<file path="config.mk">
export PLATFORM = sky130hd
export DESIGN_NAME = oldest_first_ready_queue
export DESIGN_NICKNAME = d
export VERILOG_FILES = /design/src/sv/ofq_pkg.sv /design/src/sv/ofq_ram.sv /design/src/sv/ofq_min_unit.sv /design/src/sv/oldest_first_ready_queue.sv
export SDC_FILE = /design/constraint.sdc
export NUM_CORES = 1
export LEC_CHECK = 0
export ABC_AREA = 1
export BUFFER_PORTS_ARGS = -buffer_cell sky130_fd_sc_hd__clkbuf_2
export CELL_PAD_IN_SITES_DETAIL_PLACEMENT = 2
export CELL_PAD_IN_SITES_GLOBAL_PLACEMENT = 2
export CORE_ASPECT_RATIO = 0.5
export CORE_MARGIN = 10
export CORE_UTILIZATION = 39
export DETAILED_ROUTE_END_ITERATION = 12
export GPL_ROUTABILITY_DRIVEN = 0
export GPL_TIMING_DRIVEN = 0
export PLACE_DENSITY_LB_ADDON = 0.08
export RECOVER_POWER = 25
export SYNTH_ARGS = -nofsm -noshare
export SYNTH_HDL_FRONTEND = slang
export SYNTH_HIERARCHICAL = 1
export SYNTH_SLANG_ARGS = --single-unit
</file>
<file path="constraint.sdc">
create_clock -name clk -period 7.1 [get_ports clk]
set_input_delay 0.355 -clock clk [delete_from_list [all_inputs] [get_ports clk]]
set_output_delay 0.355 -clock clk [all_outputs]
set_load 0.05 [all_outputs]
</file>
<file path="src/sv/ofq_pkg.sv">
// types and constants shared by the oldest-first ready queue
`timescale 1ns / 1ps

package ofq_pkg;

	localparam logic OP_PUSH = 1'b0;
	localparam logic OP_POP  = 1'b1;

	localparam logic [1:0] ST_DONE  = 2'd0;
	localparam logic [1:0] ST_FULL  = 2'd1;
	localparam logic [1:0] ST_EMPTY = 2'd2;

	typedef struct packed {
		logic        operation;
		logic [15:0] arrival_time;
		logic [15:0] process_number;
		logic [9:0]  segment_tag;
	} req_word_t;

	typedef struct packed {
		logic [1:0]  status;
		logic [9:0]  popped_tag;
		logic [15:0] popped_process;
		logic [4:0]  entry_count;
	} rsp_word_t;

	typedef struct packed {
		logic [15:0] arrival_time;
		logic [15:0] process_number;
		logic [9:0]  segment_tag;
	} entry_t;

	typedef struct packed {
		logic clear;
		logic sample;
	} min_ctl_t;

	typedef enum logic [2:0] {
		S_IDLE,
		S_PUSH_SCAN,
		S_POP_SCAN,
		S_POP_LAST,
		S_FINISH
	} state_t;

endpackage

</file>
<file path="src/sv/ofq_ram.sv">
// generic single-port-write, registered-read ram
`timescale 1ns / 1ps

module ofq_ram #(
	parameter int WIDTH = 8,
	parameter int DEPTH = 16
) (
	input  logic                     clk,
	input  logic                     we,
	input  logic [$clog2(DEPTH)-1:0] waddr,
	input  logic [WIDTH-1:0]         wdata,
	input  logic                     re,
	input  logic [$clog2(DEPTH)-1:0] raddr,
	output logic [WIDTH-1:0]         rdata
);

	logic [WIDTH-1:0] mem [DEPTH];

	always_ff @(posedge clk) begin
		if (we) begin
			mem[waddr] <= wdata;
		end
		if (re) begin
			rdata <= mem[raddr];
		end
	end

endmodule

</file>
<file path="src/sv/ofq_min_unit.sv">
// running minimum over scanned entries, ordered by time then process id
`timescale 1ns / 1ps

module ofq_min_unit
	import ofq_pkg::*;
#(
	parameter int QUEUE_DEPTH = 16
) (
	input  logic                           clk,
	input  logic                           arst_n,
	input  min_ctl_t                       ctl,
	input  entry_t                         cand,
	input  logic [$clog2(QUEUE_DEPTH)-1:0] cand_idx,
	output entry_t                         best,
	output logic [$clog2(QUEUE_DEPTH)-1:0] best_idx,
	output logic                           found
);

	logic better;

	assign better = !found
		|| (cand.arrival_time < best.arrival_time)
		|| ((cand.arrival_time == best.arrival_time)
			&& (cand.process_number < best.process_number));

	always_ff @(posedge clk or negedge arst_n) begin
		if (!arst_n) begin
			found <= 1'b0;
		end else if (ctl.clear) begin
			found <= 1'b0;
		end else if (ctl.sample && better) begin
			found <= 1'b1;
		end
	end

	always_ff @(posedge clk) begin
		if (!ctl.clear && ctl.sample && better) begin
			best     <= cand;
			best_idx <= cand_idx;
		end
	end

endmodule

</file>
<file path="src/sv/oldest_first_ready_queue.sv">
// Oldest-first ready queue top level. Entries live in a ram of QUEUE_DEPTH
// words with a valid flip-flop per slot. One request word is handled at a
// time. A push walks the valid bits from slot zero to the first free slot,
// one slot per cycle, and writes there. A pop reads every slot through the
// single ram read port, one slot per cycle, and keeps the running oldest
// entry. A push into a full queue or a pop from an empty one answers
// without a scan. A finished response waits in an output register while
// the next request is accepted. No clearing pass is needed after reset.
`timescale 1ns / 1ps

module oldest_first_ready_queue
	import ofq_pkg::*;
#(
	parameter int QUEUE_DEPTH = 16
) (
	input  logic      clk,
	input  logic      arst_n,
	input  logic      req_valid,
	output logic      req_ready,
	input  req_word_t req,
	output logic      rsp_valid,
	input  logic      rsp_ready,
	output rsp_word_t rsp
);

	localparam int IDX_W = $clog2(QUEUE_DEPTH);
	localparam int CNT_W = $clog2(QUEUE_DEPTH + 1);
	localparam logic [IDX_W-1:0] LAST_IDX = IDX_W'(QUEUE_DEPTH - 1);
	localparam logic [CNT_W-1:0] FULL_CNT = CNT_W'(QUEUE_DEPTH);

	state_t state_q, state_d;

	req_word_t        req_q;
	logic [1:0]       status_q, status_d;
	logic             set_status;
	logic [IDX_W-1:0] idx_q;
	logic             idx_inc;
	logic [CNT_W-1:0] count_q;
	logic [QUEUE_DEPTH-1:0] valid_q;
	logic             rsp_valid_q;
	rsp_word_t        rsp_q;

	logic             accept;
	logic             ram_we;
	logic             ram_re;
	logic             out_load;
	logic             pop_done;
	entry_t           wr_entry;
	entry_t           rd_entry;
	min_ctl_t         ctl;

	logic             samp_s1;
	logic             vld_s1;
	logic [IDX_W-1:0] idx_s1;

	entry_t           best;
	logic [IDX_W-1:0] best_idx;
	logic             found;

	assign accept    = req_valid && req_ready;
	assign pop_done  = (req_q.operation == OP_POP) && (status_q == ST_DONE) && found;
	assign rsp_valid = rsp_valid_q;
	assign rsp       = rsp_q;

	assign wr_entry.arrival_time   = req_q.arrival_time;
	assign wr_entry.process_number = req_q.process_number;
	assign wr_entry.segment_tag    = req_q.segment_tag;

	ofq_ram #(
		.WIDTH($bits(entry_t)),
		.DEPTH(QUEUE_DEPTH)
	) u_ram (
		.clk  (clk),
		.we   (ram_we),
		.waddr(idx_q),
		.wdata(wr_entry),
		.re   (ram_re),
		.raddr(idx_q),
		.rdata(rd_entry)
	);

	ofq_min_unit #(
		.QUEUE_DEPTH(QUEUE_DEPTH)
	) u_min (
		.clk     (clk),
		.arst_n  (arst_n),
		.ctl     (ctl),
		.cand    (rd_entry),
		.cand_idx(idx_s1),
		.best    (best),
		.best_idx(best_idx),
		.found   (found)
	);

	always_ff @(posedge clk or negedge arst_n) begin
		if (!arst_n) begin
			state_q <= S_IDLE;
		end else begin
			state_q <= state_d;
		end
	end

	always_comb begin
		state_d    = state_q;
		req_ready  = 1'b0;
		ram_we     = 1'b0;
		ram_re     = 1'b0;
		idx_inc    = 1'b0;
		set_status = 1'b0;
		status_d   = ST_DONE;
		ctl.clear  = 1'b0;
		ctl.sample = samp_s1 && vld_s1;
		out_load   = 1'b0;
		case (state_q)
			S_IDLE: begin
				req_ready = 1'b1;
				if (req_valid) begin
					set_status = 1'b1;
					if (req.operation == OP_PUSH) begin
						if (count_q == FULL_CNT) begin
							status_d = ST_FULL;
							state_d  = S_FINISH;
						end else begin
							state_d = S_PUSH_SCAN;
						end
					end else begin
						if (count_q == '0) begin
							status_d = ST_EMPTY;
							state_d  = S_FINISH;
						end else begin
							ctl.clear = 1'b1;
							state_d   = S_POP_SCAN;
						end
					end
				end
			end
			S_PUSH_SCAN: begin
				if (!valid_q[idx_q]) begin
					ram_we  = 1'b1;
					state_d = S_FINISH;
				end else begin
					idx_inc = 1'b1;
				end
			end
			S_POP_SCAN: begin
				ram_re = 1'b1;
				if (idx_q == LAST_IDX) begin
					state_d = S_POP_LAST;
				end else begin
					idx_inc = 1'b1;
				end
			end
			S_POP_LAST: begin
				state_d = S_FINISH;
			end
			S_FINISH: begin
				if (!rsp_valid_q || rsp_ready) begin
					out_load = 1'b1;
					state_d  = S_IDLE;
				end
			end
			default: begin
				state_d = S_IDLE;
			end
		endcase
	end

	always_ff @(posedge clk or negedge arst_n) begin
		if (!arst_n) begin
			idx_q       <= '0;
			count_q     <= '0;
			valid_q     <= '0;
			rsp_valid_q <= 1'b0;
			samp_s1     <= 1'b0;
		end else begin
			samp_s1 <= ram_re;
			if (accept) begin
				idx_q <= '0;
			end else if (idx_inc) begin
				idx_q <= idx_q + IDX_W'(1);
			end
			if (ram_we) begin
				valid_q[idx_q] <= 1'b1;
				count_q        <= count_q + CNT_W'(1);
			end
			if (out_load) begin
				rsp_valid_q <= 1'b1;
				if (pop_done) begin
					valid_q[best_idx] <= 1'b0;
					count_q           <= count_q - CNT_W'(1);
				end
			end else if (rsp_ready) begin
				rsp_valid_q <= 1'b0;
			end
		end
	end

	always_ff @(posedge clk) begin
		vld_s1 <= valid_q[idx_q];
		idx_s1 <= idx_q;
		if (accept) begin
			req_q <= req;
		end
		if (set_status) begin
			status_q <= status_d;
		end
		if (out_load) begin
			rsp_q.status <= status_q;
			if (pop_done) begin
				rsp_q.popped_tag     <= best.segment_tag;
				rsp_q.popped_process <= best.process_number;
				rsp_q.entry_count    <= 5'(count_q - CNT_W'(1));
			end else begin
				rsp_q.popped_tag     <= '0;
				rsp_q.popped_process <= '0;
				rsp_q.entry_count    <= 5'(count_q);
			end
		end
	end

endmodule
</file>
Word-level counts from Yosys, hierarchy flattened
Memory sizes are Yosys's and may differ from the RTL's. A register that Yosys moved wholly into a read port is not among the register bits.
Cells that the tools add are included.
{"block": "word_totals", "out_inout_bits": 35, "input_bits": 47, "ramBits": 672, "word_cells": 117, "reg_bits": 160, "mem_count": 1}
{"block": "classes", "n_addsub": 3, "n_eq_ne": 11, "reduce_logical": 24, "magnitude_cmp": 6, "bitwise_logic": 3, "mux": 47}
{"name": "u_ram.mem", "words": 16, "width": 42, "read_ports": 1, "rd_clocked_by_memory_dff": 1, "wr": 1, "line_no": "ofq_ram.sv:17", "rtl": "logic [WIDTH-1:0] mem [DEPTH];"}
{"operator": "16-bit 2-to-1 mux", "n": 3}
{"operator": "16-bit less-than comparator", "n": 2}
{"operator": "1-bit 2-to-1 mux", "n": 24}
{"operator": "3-bit 2-to-1 mux", "n": 7}
{"operator": "5-bit 2-to-1 mux", "n": 4}
{"operator": "16-bit AND", "n": 1}
{"operator": "16-bit equality test", "n": 1}
{"operator": "16-bit inverter", "n": 1}
{"operator": "16-bit OR", "n": 1}
{"operator": "3-bit one-hot mux with 5 select lines", "n": 1}
{"operator": "1-bit logical AND", "n": 10}
{"operator": "4-bit by 5-bit less-than comparator with 1-bit output (second input constant)", "n": 2}
{"operator": "1-bit demux with 4-bit select", "n": 2}
{"operator": "4-bit by 1-bit greater-or-equal comparator with 1-bit output (second input constant)", "n": 2}
{"operator": "4-bit 2-to-1 mux", "n": 2}
{"operator": "2-bit inequality test (second input constant)", "n": 4}
{"operator": "3-bit by 2-bit equality test with 1-bit output (second input constant)", "n": 2}
{"operator": "2-bit nonzero test", "n": 3}
{"operator": "5-bit by 1-bit adder with 5-bit output (second input constant)", "n": 1}
{"operator": "5-bit equality test (second input constant)", "n": 1}
{"operator": "5-bit logical NOT", "n": 1}
{"operator": "5-bit by 1-bit subtractor with 5-bit output (second input constant)", "n": 1}
{"operator": "4-bit by 1-bit adder with 4-bit output (second input constant)", "n": 1}
{"operator": "1-bit binary-select mux with 4-bit select", "n": 1}
{"operator": "11 further kinds", "n": 16}

Longest topological paths before layout
{"block": "logic_depth", "word_depth": 9, "depth_mapped": 12, "ltp_nobuf": 12}

By module
Netlist, hierarchy kept.
{"mod": "ofq_ram", "cells_each": 2773, "seq_area_each_um2": 21440.6, "area_each_um2": 29897.4, "instances": 1}
{"mod": "oldest_first_ready_queue", "cells_each": 437, "seq_area_each_um2": 3193.1, "area_each_um2": 4669.5, "instances": 1}
{"mod": "ofq_min_unit", "cells_each": 195, "seq_area_each_um2": 1406.3, "area_each_um2": 2303.5, "instances": 1}

Least setup slack after synthesis
No wires, ideal clock.
{"block": "synth_timing", "kind": "register to register", "startpoint": "register idx_q[0]", "endpoint": "memory u_ram/mem[10][0] (netlist bit) (enable)", "arrival_ns": 3.313, "path_stages_with_launch": 12, "period_less_slack_ns": 3.754, "setup_time_ns": 0.442, "n_path_buf": 1, "path_slack_ns": 3.346, "t_required_ns": 6.658, "path_cell_list": "dfrtp_1 buf_4 nand2_1 nand3_2 nand2_1 nand2_1 nand2_1 nor2_2 nand2_1 inv_1 nand3b_1 nor2_1"}
{"block": "synth_between", "elab_chain_len": 6}
{"item": "from (decl)", "line_no": "oldest_first_ready_queue.sv:36", "rtl": "logic [IDX_W-1:0] idx_q;"}
{"item": "from (signal assigned)", "line_no": "oldest_first_ready_queue.sv:180", "rtl": "idx_q <= idx_q + IDX_W'(1);"}
{"item": "1-bit binary-select mux with 4-bit select", "line_no": "oldest_first_ready_queue.sv:138", "rtl": "if (!valid_q[idx_q]) begin"}
{"item": "1-bit 2-to-1 mux (not written as such)", "line_no": "oldest_first_ready_queue.sv:138"}
{"item": "1-bit 2-to-1 mux", "line_no": "oldest_first_ready_queue.sv:138"}
{"item": "1-bit 2-to-1 mux", "line_no": "oldest_first_ready_queue.sv:114", "rtl": "case (state_q)"}
{"item": "via ram_we", "line_no": "oldest_first_ready_queue.sv:44", "rtl": "logic ram_we;"}
{"item": "1-bit 2-to-1 mux", "line_no": "ofq_ram.sv:20", "rtl": "if (we) begin"}
{"item": "1-bit 2-to-1 mux (not written as such)", "line_no": "ofq_ram.sv:21", "rtl": "mem[waddr] <= wdata;"}
{"item": "to (decl)", "line_no": "ofq_ram.sv:17"}
The timed path passes the listed nets, and every way through them passes these cells. The select of a mux whose other input is x is not followed.

Worst setup path after layout
{"block": "layout_timing", "startpoint": "register idx_q[1]", "endpoint": "memory u_ram/mem[5][13] (netlist bit) (enable)"}
The elaborated chain is that of the path after synthesis.

==> results by group <==
Timing
  – RSZ-0062 raised after global routing: false
  – Max Fclk: ~0.25 GHz
  – Hold slack final: slightly above 0.1 ns
  – Min Tclk post-route: between 4 and 5 ns
  – Final setup violating endpoints: 0
  – Max-slew violations: 32
  – Slew HR: -0.277
  – Slew @ Worst Pin: about 1.9 ns
  – Clock Skew: 0.0427 ns
  – Fin crit share: 0.574
  – Final hold viol count: 0

Routing
  – DRC Markers: 0
  – Pre-antenna DRT Iters: 5
  – Post-Route WL: around 130000 µm
  – Via count: between 20000 and 30000
  – Vias per cell: between 5 and 6
  – WL/cell: 25.7 µm
  – Drt first-iter violations: around 2100
  – DRT antenna net count: 0

Global routing
  – Global Route Usage Sum: 0.236
  – Global-route wire length before repair: approximately 190000 µm
  – Vias in the first global route: ~29000
  – Initial antenna violation count: 4
  – Total grt overflow: 0
  – Largest net degree at the start of global routing: 32

Clocking
  – Clock H-tree levels: 3
  – Root buffer cell: clkbuf_16
  – CTS tree: yes
  – CTS Buffer Depth: 3
  – Clk_lat worst skew: roughly 0.69 ns
  – Sink Count: 874
  – CTS clk-pin slew, worst paths: about 0.07 ns
  – Total CTS buffers: 84
  – Cts repair resizes: 0

Floorplanning
  – # IOs: between 80 and 90
  – Die area: 108000 µm²
  – Core footprint: about 93000 µm²
  – Die H: roughly 240 µm
  – FP Rows: a little under 80
  – Initial Utilization: 0.395
  – Die X: between 400 and 500 µm

Logic synthesis
  – Sequential cell area fraction in the yosys report: 0.706
  – Register bit total from synthesis: approximately 900
  – Post-synth EDFFs: between 800 and 900
  – Avg Cell Area, Syn: ~11 µm²
  – Cells after Synth: roughly 3400
  – Synth warn: 6
  – Distinct cells, synth: 33
  – Synthesized area: approximately 37000 µm²
  – Most used DFF post-synth: edfxtp_1
  – Syn nets: 3489
  – Asr flop ratio synth: 0.0355

Final layout
  – Synth-to-layout area growth: 15.9%
  – Fill cell count: roughly 9600
  – Final instance area: 42700 µm²
  – Share of cells above drive strength 1: 0.0888
  – Final cell count without fillers: 4974
  – Multi-input gate area in the final layout: 7920 µm²
  – Seq. cell area: roughly 26000 µm²
  – Nets: 3736

Hold path
  – HP Class: in2reg

Pwr
  – Int Power: ~10 mW
  – Psw: between 6 and 7 mW
  – Sequential share of power: 0.422
  – Switching Share: 0.382
  – Pwr dens: 380 nW/µm²
  – Logic gate share of total power: 0.307
  – Leak: approximately 18 nW
  – Maximum VDD drop: 168 µV
  – Power share of the clock group: 0.271

Setup path
  – CP arrival: approximately 4.4 ns
  – Crit-path slowest cell: dfrtp_1
  – CP dominant cell by count: nand2_1
  – Max incr delay on CP: 0.91 ns
  – Crit-path max FO: 22
  – Crit. End Element: flop
  – Cells along the critical path: inv_2 -> nand3_1 -> nand2_1 -> nand2_1 -> nand2_1 -> nor2_2 -> nand2_1 -> inv_1 -> nand3b_1 -> nor2_4 -> buf_12
  – Setup CP Type: reg2reg
  – Top delay family on crit path: simple AND/OR/NAND/NOR gates
  – WP data required: around 7.5 ns
  – CP Buf/Inv Count: 3
  – Startpoint Class: flop

Place
  – Post-DP Area: just under 40000 µm²
  – I/O Buffers: 81
  – Hpwl dp: between 80000 and 90000 µm
  – Post-Place Cells: 4776

Outcome
  – Status: finished, violations left
  – Failing checks: capacitance limit, slew limit

Run
  – Max-cap viol count: 1
[logic make-up (layout without fill, tap and decap cells)]
family,after synthesis,in the layout,synth area share
buffers and inverters,783,1095,0.0829
DFF,874,874,0.706
and+or+nand+nor,1664,1664,0.191
AOI/OAI and AO/OA,40,40,0.00577
xor gates and xnor gates,7,7,0.00166
adders and majority gates,37,37,0.0126
other,0,2,0
[worst reg2reg max path, stage by stage, from the launching register on]
cell and delay, ns:
dfrtp_1 0.91, inv_2 0.22, nand3_1 0.17, nand2_1 0.07, nand2_1 0.11, nand2_1 0.08, nor2_2 0.14, nand2_1 0.22
inv_1 0.29, nand3b_1 0.38, nor2_4 0.86, buf_12 0.30
[synthesized netlist by cell type, types with 3 or more instances]
| cell | count | area [µm²] |
|---|---|---|
| dfrtp_1 | 31 | 776 |
| buf_4 | 3 | 22.5 |
| edfxtp_1 | 838 | 25200 |
| buf_2 | 70 | 350 |
| o21ai_0 | 5 | 25.0 |
| nor2_1 | 83 | 312 |
| ha_1 | 37 | 463 |
| a21oi_1 | 29 | 145 |
| xor2_1 | 6 | 52.6 |
| buf_1 | 13 | 48.8 |
| nand2_1 | 1000 | 3750 |
| nand3_1 | 531 | 2660 |
| nor3_1 | 9 | 45.0 |
| nand4_1 | 25 | 156 |
| nand2_2 | 4 | 25.0 |
| dfxtp_1 | 5 | 100 |
| nor2_2 | 6 | 37.5 |
| clkbuf_1 | 61 | 229 |
| inv_1 | 628 | 2360 |
| inv_2 | 4 | 15.0 |
[power by group through the flow]
stage,registers [mW],logic [mW],clock network [mW]
2_1_floorplan,6.85,2.64,0
3_3_place_gp,6.96,4.58,0
3_5_place_dp,6.97,4.92,0
4_1_cts,6.86,5.00,4.51
5_1_grt,6.92,5.45,4.71
6_report,6.85,4.98,4.40
[sequential cells by signal (all words and copies together) (netlist names), 2 cells and up]
name	cells
rsp	33
u_min/best_idx	4
u_ram/rdata	42
idx_q	4
state_q	3
u_ram/mem	672
u_min/best	42
idx_s1	4
req_q	43
status_q	2
count_q	5
valid_q	16
[final cells by class]
cell class	instances	area share
inverter	634	0.0557
clock buffer	115	0.0536
sequential	874	0.609
antenna	2	0.000117
timing repair buffer	161	0.0367
clock inverter	36	0.00653
multi-input combinational	1748	0.185
buffer	149	0.0158
tap	1255	0.0368
[path summary, 6_finish.rpt]
check	slack [ns]	endpoint	depth (start not counted)	from
max	3.03	u_ram/mem[5][13]	11	idx_q[1]
min	0.10	u_min/found	4	req_valid
max reg2reg	3.03	u_ram/mem[5][13]	11	idx_q[1]
min reg2reg	0.40	u_min/best_idx[1]	0	idx_s1[1]
max in group asynchronous	5.24	count_q[3]	2	arst_n
min in group asynchronous	0.76	valid_q[10]	2	arst_n
[layer usage]
metal / wire, µm / GRT usage / part of all wire
met5: 9 / 0 / 0.000070
met4: 3610 / 0.0655 / 0.028
met3: 8580 / 0.0498 / 0.067
met2: 59900 / 0.385 / 0.47
met1: 56000 / 0.319 / 0.44
[per-stage QoR]
| stage | TNS (ns) | power (mW) | worst slack, ns | utilization |
|---|---|---|---|---|
| after floorplan | 0 | 9.48 | 3.35 | - |
| after global placement | -6.20 | 11.5 | -0.0959 | 0.416 |
| after detailed placement | 0 | 11.9 | 3.01 | 0.425 |
| after CTS | 0 | 16.4 | 3.01 | 0.457 |
| after global routing | 0 | 17.1 | 2.75 | 0.457 |
| final | 0 | 16.2 | 3.03 | 0.457 |
[timing repair]
item | 4_1_cts | 5_1_grt
setup buffers | 0 | 0
hold endpoints to repair | 75 | 0
hold buffers | 45 | 0
[cell usage in the layout (no fill, tap or decap), drive strengths merged, types with 9 or more instances in the layout]
master	synthesis	final
a21oi	31	31
buf	88	123
clkbuf	61	257
clkinv	2	29
dfrtp	31	31
dlygate4sd3	0	45
edfxtp	838	838
ha	37	37
inv	632	635
nand2	1004	1004
nand3	532	532
nand4	25	25
nor2	90	90
nor3	9	9
Power figures use the tool's default switching activity.
